[config.mk]
export PLATFORM = sky130hd
export DESIGN_NAME = ssf_ctrl
export DESIGN_NICKNAME = d
export VERILOG_FILES = /design/src/hw/rtl/ssf_pkg.sv /design/src/hw/rtl/ssf_ctrl.sv
export SDC_FILE = /design/constraint.sdc
export NUM_CORES = 1
export LEC_CHECK = 0
export BUFFER_PORTS_ARGS = -buffer_cell sky130_fd_sc_hd__buf_2
export CORE_AREA = 2 2 66 68
export CTS_CLUSTER_SIZE = 28
export DETAILED_ROUTE_END_ITERATION = 8
export DIE_AREA = 0 0 68 70
export RECOVER_POWER = 100
export SLEW_MARGIN = 5
export SYNTH_ARGS = -nofsm -noshare
export SYNTH_HDL_FRONTEND = slang
export SYNTH_SLANG_ARGS = --single-unit
[constraint.sdc]
create_clock -name clk -period 1.7 [get_ports clk]
set_input_delay 0.17 -clock clk [delete_from_list [all_inputs] [get_ports clk]]
set_output_delay 0.17 -clock clk [all_outputs]
set_load 0.005 [all_outputs]
[src/hw/rtl/ssf_pkg.sv]
`default_nettype none
package ssf_pkg;

	localparam int MAX_WIDTH   = 256;
	localparam int MAX_HEIGHT  = 256;
	localparam int PIX_W       = 32;
	localparam int X_W         = 8;
	localparam int Y_W         = 8;
	localparam int CFG_W       = 9;
	localparam int CRD_W       = 10;
	localparam int PIX_DEPTH   = MAX_WIDTH * MAX_HEIGHT;
	localparam int STACK_DEPTH = 1024;
	localparam int SA_W        = 10;
	localparam int SP_W        = 11;
	localparam int SEG_W       = 25;

	localparam logic [CFG_W-1:0] WIDTH_RST  = 9'd32;
	localparam logic [CFG_W-1:0] HEIGHT_RST = 9'd32;

	typedef enum logic [1:0] {
		CMD_WRITE = 2'd0,
		CMD_READ  = 2'd1,
		CMD_FILL  = 2'd2,
		CMD_NONE  = 2'd3
	} ssf_code_t;

	typedef enum logic [0:0] {
		REG_WIDTH  = 1'b0,
		REG_HEIGHT = 1'b1
	} ssf_reg_t;

	typedef enum logic [1:0] {
		XOP_HOLD,
		XOP_INC,
		XOP_DEC,
		XOP_LDL1
	} ssf_xop_t;

	typedef enum logic [1:0] {
		ST_HOLD,
		ST_XP1,
		ST_X
	} ssf_stop_t;

	typedef enum logic [2:0] {
		PS_SEED_DN,
		PS_SEED_UP,
		PS_LEAK_L,
		PS_SPAN,
		PS_LEAK_R
	} ssf_psrc_t;

	typedef enum logic [1:0] {
		RES_ZERO,
		RES_READ,
		RES_FILL
	} ssf_res_t;

	typedef struct packed {
		logic      ld_item;
		logic      rd_cur;
		logic      wr_item;
		logic      wr_fill;
		ssf_xop_t  xop;
		ssf_stop_t stop;
		logic      push;
		ssf_psrc_t psrc;
		logic      pop;
		logic      ld_seg;
		logic      ld_ov;
		logic      sp_clr;
		logic      set_ovf;
		logic      res_ld;
		ssf_res_t  res;
	} ssf_cmd_t;

	typedef struct packed {
		ssf_code_t code;
		logic      in_img;
		logic      seed_same;
		logic      pix_eq;
		logic      x_neg;
		logic      x_lt_w;
		logic      x_le_r;
		logic      x_ge_l;
		logic      start_lt_l;
		logic      x_gt_r1;
		logic      push_ovf;
		logic      sp_zero;
	} ssf_sts_t;

endpackage
`default_nettype wire

[src/hw/rtl/ssf_ctrl.sv]
`default_nettype none
module ssf_ctrl (
	input  wire logic              clk,
	input  wire logic              arst_n,
	input  wire logic              in_valid,
	output logic                   in_stall,
	output logic                   out_valid,
	input  wire logic              out_stall,
	input  wire ssf_pkg::ssf_sts_t sts,
	output ssf_pkg::ssf_cmd_t      cmd
);
	typedef enum logic [4:0] {
		S_IDLE, S_RD, S_SEED, S_PA, S_PB, S_POP, S_POPW,
		S_LRD, S_LCK, S_LEND, S_RRD, S_RCK, S_REND, S_REND2,
		S_INC, S_SRD, S_SCK, S_SEND, S_DONE
	} state_t;

	state_t state_q, nxt;
	logic   in_acc;

	assign in_stall = (state_q != S_IDLE) || (out_valid && out_stall);
	assign in_acc   = in_valid && !in_stall;

	always_comb begin
		cmd = '0;
		nxt = state_q;
		case (state_q)
			S_IDLE: if (in_acc) begin
				cmd.ld_item = 1'b1;
				case (sts.code)
					ssf_pkg::CMD_WRITE: begin
						cmd.wr_item = 1'b1;
						cmd.res_ld  = 1'b1;
						cmd.res     = ssf_pkg::RES_ZERO;
					end
					ssf_pkg::CMD_READ: begin
						nxt = S_RD;
					end
					ssf_pkg::CMD_FILL: begin
						if (sts.in_img) begin
							nxt = S_SEED;
						end else begin
							cmd.res_ld = 1'b1;
							cmd.res    = ssf_pkg::RES_ZERO;
						end
					end
					default: begin
						cmd.res_ld = 1'b1;
						cmd.res    = ssf_pkg::RES_ZERO;
					end
				endcase
			end
			S_RD: begin
				cmd.res_ld = 1'b1;
				cmd.res    = ssf_pkg::RES_READ;
				nxt = S_IDLE;
			end
			S_SEED: begin
				cmd.ld_ov  = 1'b1;
				cmd.sp_clr = 1'b1;
				nxt = sts.seed_same ? S_DONE : S_PA;
			end
			S_PA: begin
				cmd.push = 1'b1;
				cmd.psrc = ssf_pkg::PS_SEED_DN;
				cmd.set_ovf = sts.push_ovf;
				nxt = sts.push_ovf ? S_DONE : S_PB;
			end
			S_PB: begin
				cmd.push = 1'b1;
				cmd.psrc = ssf_pkg::PS_SEED_UP;
				cmd.set_ovf = sts.push_ovf;
				nxt = sts.push_ovf ? S_DONE : S_POP;
			end
			S_POP: begin
				if (sts.sp_zero) nxt = S_DONE;
				else begin
					cmd.pop = 1'b1;
					nxt = S_POPW;
				end
			end
			S_POPW: begin
				cmd.ld_seg = 1'b1;
				nxt = S_LRD;
			end
			S_LRD: begin
				if (sts.x_neg) nxt = S_LEND;
				else begin
					cmd.rd_cur = 1'b1;
					nxt = S_LCK;
				end
			end
			S_LCK: begin
				if (sts.pix_eq) begin
					cmd.wr_fill = 1'b1;
					cmd.xop = ssf_pkg::XOP_DEC;
					nxt = S_LRD;
				end else nxt = S_LEND;
			end
			S_LEND: begin
				if (sts.x_ge_l) nxt = S_INC;
				else begin
					cmd.stop = ssf_pkg::ST_XP1;
					cmd.xop  = ssf_pkg::XOP_LDL1;
					cmd.psrc = ssf_pkg::PS_LEAK_L;
					cmd.push = sts.start_lt_l;
					cmd.set_ovf = sts.start_lt_l && sts.push_ovf;
					nxt = (sts.start_lt_l && sts.push_ovf) ? S_DONE : S_RRD;
				end
			end
			S_RRD: begin
				if (sts.x_lt_w) begin
					cmd.rd_cur = 1'b1;
					nxt = S_RCK;
				end else nxt = S_REND;
			end
			S_RCK: begin
				if (sts.pix_eq) begin
					cmd.wr_fill = 1'b1;
					cmd.xop = ssf_pkg::XOP_INC;
					nxt = S_RRD;
				end else nxt = S_REND;
			end
			S_REND: begin
				cmd.push = 1'b1;
				cmd.psrc = ssf_pkg::PS_SPAN;
				cmd.set_ovf = sts.push_ovf;
				nxt = sts.push_ovf ? S_DONE : S_REND2;
			end
			S_REND2: begin
				cmd.psrc = ssf_pkg::PS_LEAK_R;
				cmd.push = sts.x_gt_r1;
				cmd.set_ovf = sts.x_gt_r1 && sts.push_ovf;
				nxt = (sts.x_gt_r1 && sts.push_ovf) ? S_DONE : S_INC;
			end
			S_INC: begin
				cmd.xop = ssf_pkg::XOP_INC;
				nxt = S_SRD;
			end
			S_SRD: begin
				if (sts.x_le_r) begin
					cmd.rd_cur = 1'b1;
					nxt = S_SCK;
				end else nxt = S_SEND;
			end
			S_SCK: begin
				if (!sts.pix_eq) begin
					cmd.xop = ssf_pkg::XOP_INC;
					nxt = S_SRD;
				end else nxt = S_SEND;
			end
			S_SEND: begin
				cmd.stop = ssf_pkg::ST_X;
				nxt = sts.x_le_r ? S_RRD : S_POP;
			end
			S_DONE: begin
				cmd.res_ld = 1'b1;
				cmd.res    = ssf_pkg::RES_FILL;
				nxt = S_IDLE;
			end
			default: nxt = S_IDLE;
		endcase
	end

	always_ff @(posedge clk or negedge arst_n) begin
		if (!arst_n) begin
			state_q   <= S_IDLE;
			out_valid <= 1'b0;
		end else begin
			state_q <= nxt;
			if (cmd.res_ld) out_valid <= 1'b1;
			else if (!out_stall) out_valid <= 1'b0;
		end
	end
endmodule
`default_nettype wire

Word-level counts from Yosys, hierarchy flattened
Cells that the tools add are included.
- bits in registers: 6
- bits of input ports: 17
- output and inout port bits: 22
- word-level logic and storage cells: 85
- eq/ne operators: 24
- mux-type cells: 48
- reduce and logical (&&, ||, !) cells: 11
- operators by type and width (operator ; number):
    case mux 5 bit (17 select lines) ; 1
    2-to-1 mux 5 bit ; 11
    equality test 5 x 4 -> 1 bit (second input constant) ; 8
    equality test 5 x 3 -> 1 bit (second input constant) ; 4
    case mux 4 bit (5 select lines) ; 1
    2-to-1 mux 3 bit ; 6
    2-to-1 mux 1 bit ; 17
    equality test 5 bit (second input constant) ; 3
    equality test 5 x 2 -> 1 bit (second input constant) ; 2
    case mux 2 bit (5 select lines) ; 1
    case mux 5 bit (2 select lines) ; 1
    case mux 3 bit (3 select lines) ; 1
    2-to-1 mux 4 bit ; 2
    2-to-1 mux 8 bit ; 1
    case mux 1 bit (3 select lines) ; 2
    case mux 3 bit (2 select lines) ; 1
    equality test 5 x 1 -> 1 bit (second input constant) ; 1
    logical NOT 5 bit ; 1
    nonzero test 5 bit ; 1
    logical AND 1 bit ; 4
    case mux 2 bit (2 select lines) ; 1
    inequality test 3 x 1 -> 1 bit (second input constant) ; 1
    inequality test 3 bit (second input constant) ; 1
    AND reduction 3 bit ; 1
    other kinds (10) ; 10

Longest topological paths before layout
Gate-level depths: netlist of run 1.
- depth in word-level cells: 7
- gate-level depth with buffers: 6
- mapped depth without buffers: 6

Worst setup path before layout of run 1
OpenSTA, ideal clock, no wires.
- path kind: reg2out
- start point: register state_q[1]
- end point: output cmd[3] (netlist name)
- arrival time: 1.496 ns
- slack: 0.034 ns
- cell stages (with the launch flop): 6
- buffers on the path: 0
- cell sequence: dfrtp_1 or3b_4 or3_4 clkinv_2 a2bb2oi_2 nor3b_2
- RTL lines (item ; line ; text):
    start: declaration ; ssf_ctrl.sv:18 ; state_t state_q, nxt;
    start signal: assignment ; ssf_ctrl.sv:170 ; state_q <= nxt;
    end: declaration ; ssf_ctrl.sv:10 ; output ssf_pkg::ssf_cmd_t cmd

==> flow_summary.toml, run 1 <==
[outcome]
outcome = "finished with violations"
violations = "negative setup slack"

[power_and_ir_drop]
p_clk_share_pct = 8.4
intPower_mw = 1.42
power.switching_mw = 1.16
power_frac_seq_pct = 9.8
finalPower_mw = 2.58
sw_frac_of_total_pct = 45.1
comb_power_share_pct = 81.8
power_leakage_nw = 0.762
peakVddDrop_mv = 0.503
powerDensity_nw_per_um2 = 1500

[placement]
pre_cts_ws_ns = -0.0498
place_hpwl_mm = 2.82
numPortBuffers = 38
gp_congestion = 0.887
placed_area_um2 = 1400

[global_routing]
grt_overflow_total = 0
grt_use_total_pct = 15.9
grt_pass1_wl_mm = 5.83
grt_max_degree = 23
grt_pass1_vias = 1217
antenna_found_initial = 0

[sta]
tightest_slew_ns = 0.377
min_period_over_period_pct = 116
setup_ws_ns = -0.266
relSlewSlack_pct = 74.7
max_freq_mhz = 509
setup_viol = 10
grt_setup_unrepaired = "true"
fin_skew_ns = 0.00399
final.setup.tns_ns = -1.32
hold_viol = 0
slew_viol_final = 0
period_minus_slack_ns = 1.97

[setup_path]
startpoint = "state_q[1]$_DFFE_PN0P_"
path_class = "reg2out"
required_ns = 1.53
cp-start-kind = "register"
r2r-start = "state_q[1]$_DFFE_PN0P_"
cp-end-kind = "output pin"
path_max_fanout = 2
arrival_ns = 1.80

[die]
die_area_um2 = 4760
die_w_um = 68
start_util_pct = 23.7
ios = 39
rows = 24
die_h_um = 70
core-area_um2 = 4140

[synthesis]
syn_nets = 156
synthFlopType = "dfrtp_1"
synthArstFlopShare_pct = 100
synth_cell_types = 49
synth.most_common_cell = "nor2_1"
yosysSeqAreaShare_pct = 15.3
synth_area_leaders = "dfrtp_1 (15%), nand2b_1 (5.7%), nor2_1 (5.0%)"
synth_common_cells = "nor2_1 (13), nand2b_1 (9)"
synth_edf_count = 0
postSynthCellCount = 136
synth.avg_cell_area_um2 = 7.22
synth_largest_area_cell = "dfrtp_1"
ys_ff_latch = 6
synth_top_area_share_pct = 15.3
yosysWarnings = 0
synth_area_um2 = 982

[clocking]
h-tree-depth = 1
cts.sinks = 6
cts.clk_slew.worst_paths_ns = 0.03
cts_made_buffers = 3
worst_skew_pair.late_latency_ns = 0.23
root_buffer = "clkbuf_8"
cts_tree = "done"
clk_path_buf_depth = 2

[detailed_routing]
viasPerCell = 5.28
avgRoutedWirePerCell_um = 15.2
drt_wl_total_mm = 3.89
drc = 0
drt_iter0_drc = 87
vias = 1351
first_pass_iters = 4
antenna_left = 0

[layout]
post-route-util_pct = 41.7
syn_to_final_growth_pct = 75.8
antennaDiodeCount = 0
stdcell_area_um2 = 1730
final_nets = 226
drive_above_1_share_pct = 52.0

[min_path]
hold_path.startpoint = "out_stall"
hold_class = "in2reg"

[job]
cap_violations = 0
## cell families after synthesis
logic type | Yosys count | synth area share (%)
and+or+nand+nor | 68 | 42.8
AOI/OAI and AO/OA | 40 | 28.3
buffers and inverters | 17 | 7.64
DFF | 6 | 15.3
adders and majority gates | 3 | 3.82
muxes | 2 | 2.17
## routing by layer
metal / up-vias / GRT usage [%] / wire length [um]
li1: 649 / - / -
met1: 652 / 22.4 / 1780
met2: 48 / 25.5 / 1860
met3: 2 / 2.42 / 233
met4: 0 / 2.67 / 21
met5: - / 0 / 0
## state kept, by name (all words and copies together), names as in the netlist
signal and cells:
out_valid 1, state_q 5
## cell usage in the layout (no fill, tap or decap), drive strengths merged, types with 2 or more instances in the layout
cell type   n
o32ai       3
or3b        5
a22o        2
nand2       7
clkbuf      8
or3         2
nor3        4
or2         3
o22ai       2
nand2b      9
a211oi      5
and2        2
o21ai       9
ha          3
dfrtp       6
nor4        2
nand3       4
or2b        3
o211ai      2
nand4       3
nand3b      2
inv         7
or4b        2
nand4bb     2
nor2       13
buf        68
a21oi       7
a31oi       2
## final cells by class
type	count	area [um2]
sequential	6	150
timing repair buffer	74	505
clock buffer	3	41.3
fill	443	2420
multi-input combinational	113	927
tap	52	65.1
inverter	8	37.5
## critical path: stages, from the launching register on
cell and delay, ns:
dfrtp_1 0.38, or3b_4 0.40, or3_4 0.40, clkinv_4 0.07, a2bb2oi_4 0.05, nor3b_2 0.15, buf_2 0.13
## per-stage QoR
| stage | hold WS, ns | std cells |
|---|---|---|
| 3_5_place_dp | 0.00662 | 245 |
| 3_3_place_gp | 0.00594 | 245 |
| 4_1_cts | 0.254 | 255 |
| 6_report | 0.243 | 256 |
| 2_1_floorplan | -0.126 | 136 |
| 5_1_grt | 0.276 | 256 |
## power groups by stage
stage	combinational [mW]	sequential, mW	clock [mW]
after floorplan	0.909	0.263	0
after global placement	1.59	0.246	0
after detailed placement	1.59	0.246	0
after CTS	1.91	0.252	0.219
after global routing	2.26	0.259	0.221
final	2.11	0.253	0.217
## final timing paths
kind / endpoint / slack, ns / cells after the start
max: cmd[3] / -0.27 / 6
min in group asynchronous: state_q[0]$_DFFE_PN0P_ / 0.36 / 2
max reg2reg: out_valid$_DFFE_PN0P_ / -0.03 / 9
min: out_valid$_DFFE_PN0P_ / 0.24 / 3
min reg2reg: out_valid$_DFFE_PN0P_ / 0.56 / 2
max in group asynchronous: state_q[4]$_DFFE_PN0P_ / 1.07 / 2
## repair_timing
item,in CTS,in global routing
setup buffers,6,1
endpoints found under the hold margin,6,0
setup endpoints to repair,17,22
pin swaps,12,9
resized for setup,30,19
hold buffers,1,0
Power figures use the tool's default switching activity.
==> run 2: changes to the inputs <==
==> constraint.sdc (replaced) <==
create_clock -name clk -period 1.7 [get_ports clk]
set_input_delay 0.17 -clock clk [delete_from_list [all_inputs] [get_ports clk]]
set_output_delay 0.17 -clock clk [all_outputs]
set_load 0.1 [all_outputs]
==> flow_summary.toml, run 2 (synthesis gave the netlist of run 1 again) <==
[clocking]
cts.sinks = 6
cts.clk_slew.worst_paths_ns = 0.04
cts_tree = "done"
clk_path_buf_depth = 2
worst_skew_pair.late_latency_ns = 0.22
h-tree-depth = 1
cts_made_buffers = 3
root_buffer = "clkbuf_8"

[layout]
final_nets = 259
final_cell_mix = "buf_4 (42), buf_12 (24), buf_6 (19)"
drive_above_1_share_pct = 66.0
fill_cells = 314
largestRegisters = "state_q x5, out_valid x1"
mostFrequentLayoutCell = "buf_4"
regMostFlops = "state_q"
largest_reg_flops = 5
syn_to_final_growth_pct = 158
antennaDiodeCount = 0
stdcell_area_um2 = 2540

[placement]
gp_congestion = 0.940
placed_area_um2 = 1940
place_hpwl_mm = 2.98
numPortBuffers = 38

[setup_path]
crit_chain = "clkbuf_2 > or4b_4 > o22ai_4 > nand2_1 > o211ai_1 > buf_12"
cp-end-kind = "output pin"
cp-start-kind = "register"
required_ns = 1.53
slowest_stage = "or4b_4"
r2r-start = "state_q[1]$_DFFE_PN0P_"
path_class = "reg2out"
arrival_ns = 1.95
startpoint = "state_q[1]$_DFFE_PN0P_"
r2r_setup_slack_ns = -0.28
crit_family = "simple AND/OR/NAND/NOR gates"
cp_slowest_stage_delay_ns = 0.55
path_max_fanout = 4
path_buf_inv = 2

[global_routing]
antenna_found_initial = 0
grt_pass1_wl_mm = 7.65
grt_pass1_vias = 1530
grt_max_degree = 23
grt_use_total_pct = 21.2
grt_overflow_total = 0

[die]
rows = 24
ios = 39
die_h_um = 70
core-area_um2 = 4140
die_area_um2 = 4760
start_util_pct = 23.7
die_w_um = 68

[power_and_ir_drop]
finalPower_mw = 4.95
power_leakage_nw = 1.07
peakVddDrop_mv = 1.94
powerDensity_nw_per_um2 = 1950

[detailed_routing]
wl_met1_mm = 1.86
antenna_left = 0
vias = 1525
drt_wl_total_mm = 4.91
wl_met3_um = 382
drc = 0
wl_met2_mm = 2.60
avgRoutedWirePerCell_um = 16.9
viasPerCell = 5.26
drt_iter0_drc = 96
first_pass_iters = 4
top_layer_used = "met4"

[sta]
grt_setup_unrepaired = "true"
setup_ws_ns = -0.422
hold_viol = 0
setup_viol = 25
fin_skew_ns = 0.00645
period_minus_slack_ns = 2.12
relSlewSlack_pct = 64.3
slew_viol_final = 0
tightest_slew_ns = 0.537
max_freq_mhz = 471
min_period_over_period_pct = 125

[job]
cap_violations = 0

[min_path]
hold_path.startpoint = "out_stall"
hold_class = "in2reg"

[outcome]
outcome = "finished with violations"
violations = "negative setup slack"
[run 2: cell count changes in the layout (fill, tap and decap cells not counted), sizes merged]
cell | previous run | this run
buf | 68 | 103
clkbuf | 8 | 7
[run 2: area by class of cell]
type | count | area, um2 | share of cell area (%)
flip-flops and latches | 6 | 155 | 6.12
clock buffers | 4 | 45.0 | 1.78
inverters | 8 | 47.5 | 1.87
repair buffers | 107 | 1170 | 46.0
multi-input cells | 113 | 1060 | 41.7
well taps | 52 | 65.1 | 2.57
[run 2: worst reg2reg max path: stages, from the launching register on]
cell and delay, ns:
dfrtp_1 0.37, clkbuf_2 0.16, buf_12 0.15, buf_6 0.11, buf_6 0.11, inv_4 0.06
o22ai_4 0.08, buf_6 0.12, a22oi_2 0.20, or4b_4 0.49
[run 2: metal layers]
metal / up-vias / GRT usage, %
li1: 718 / -
met1: 720 / 26.1
met2: 77 / 37.1
met3: 10 / 4.99
met4: 0 / 3.78
met5: - / 0
[run 2: worst paths after layout]
| kind | endpoint | cells after the start |
|---|---|---|
| worst max-delay path | cmd[14] | 6 |
| worst min-delay path | out_valid$_DFFE_PN0P_ | 3 |
| max in group asynchronous | state_q[3]$_DFFE_PN0P_ | 2 |
| worst min register to register | out_valid$_DFFE_PN0P_ | 2 |
| worst max register to register | state_q[3]$_DFFE_PN0P_ | 9 |
| min in group asynchronous | out_valid$_DFFE_PN0P_ | 2 |
[run 2: timing repair]
item                                   in CTS  in global routing
setup buffers                              29                  6
setup endpoints to repair                  25                 26
pin swaps                                  23                 12
hold buffers                                1                  0
endpoints found under the hold margin       6                  0
gates resized for setup                    56                 16
cloned                                      1                  0
[run 2: metrics by stage]
stage                     util [%]  TNS (ns)  cells  hold WS [ns]  setup slack [ns]
after floorplan                  -     -6.58    136        -0.126            -0.776
after global placement        46.9    -0.618    250      -0.00277            -0.173
after detailed placement      46.9    -0.779    250      -0.00114            -0.185
after CTS                     59.4     -4.12    285         0.284            -0.384
after global routing          61.2     -6.20    290         0.328            -0.471
final                         61.2     -4.93    290         0.280            -0.422
[run 2: where the power goes]
part	internal (mW)	switching, mW	total, mW
Combinational	2.04	2.42	4.46
Clock	0.161	0.0600	0.221
Sequential	0.216	0.0532	0.270
Total	2.41	2.54	4.95
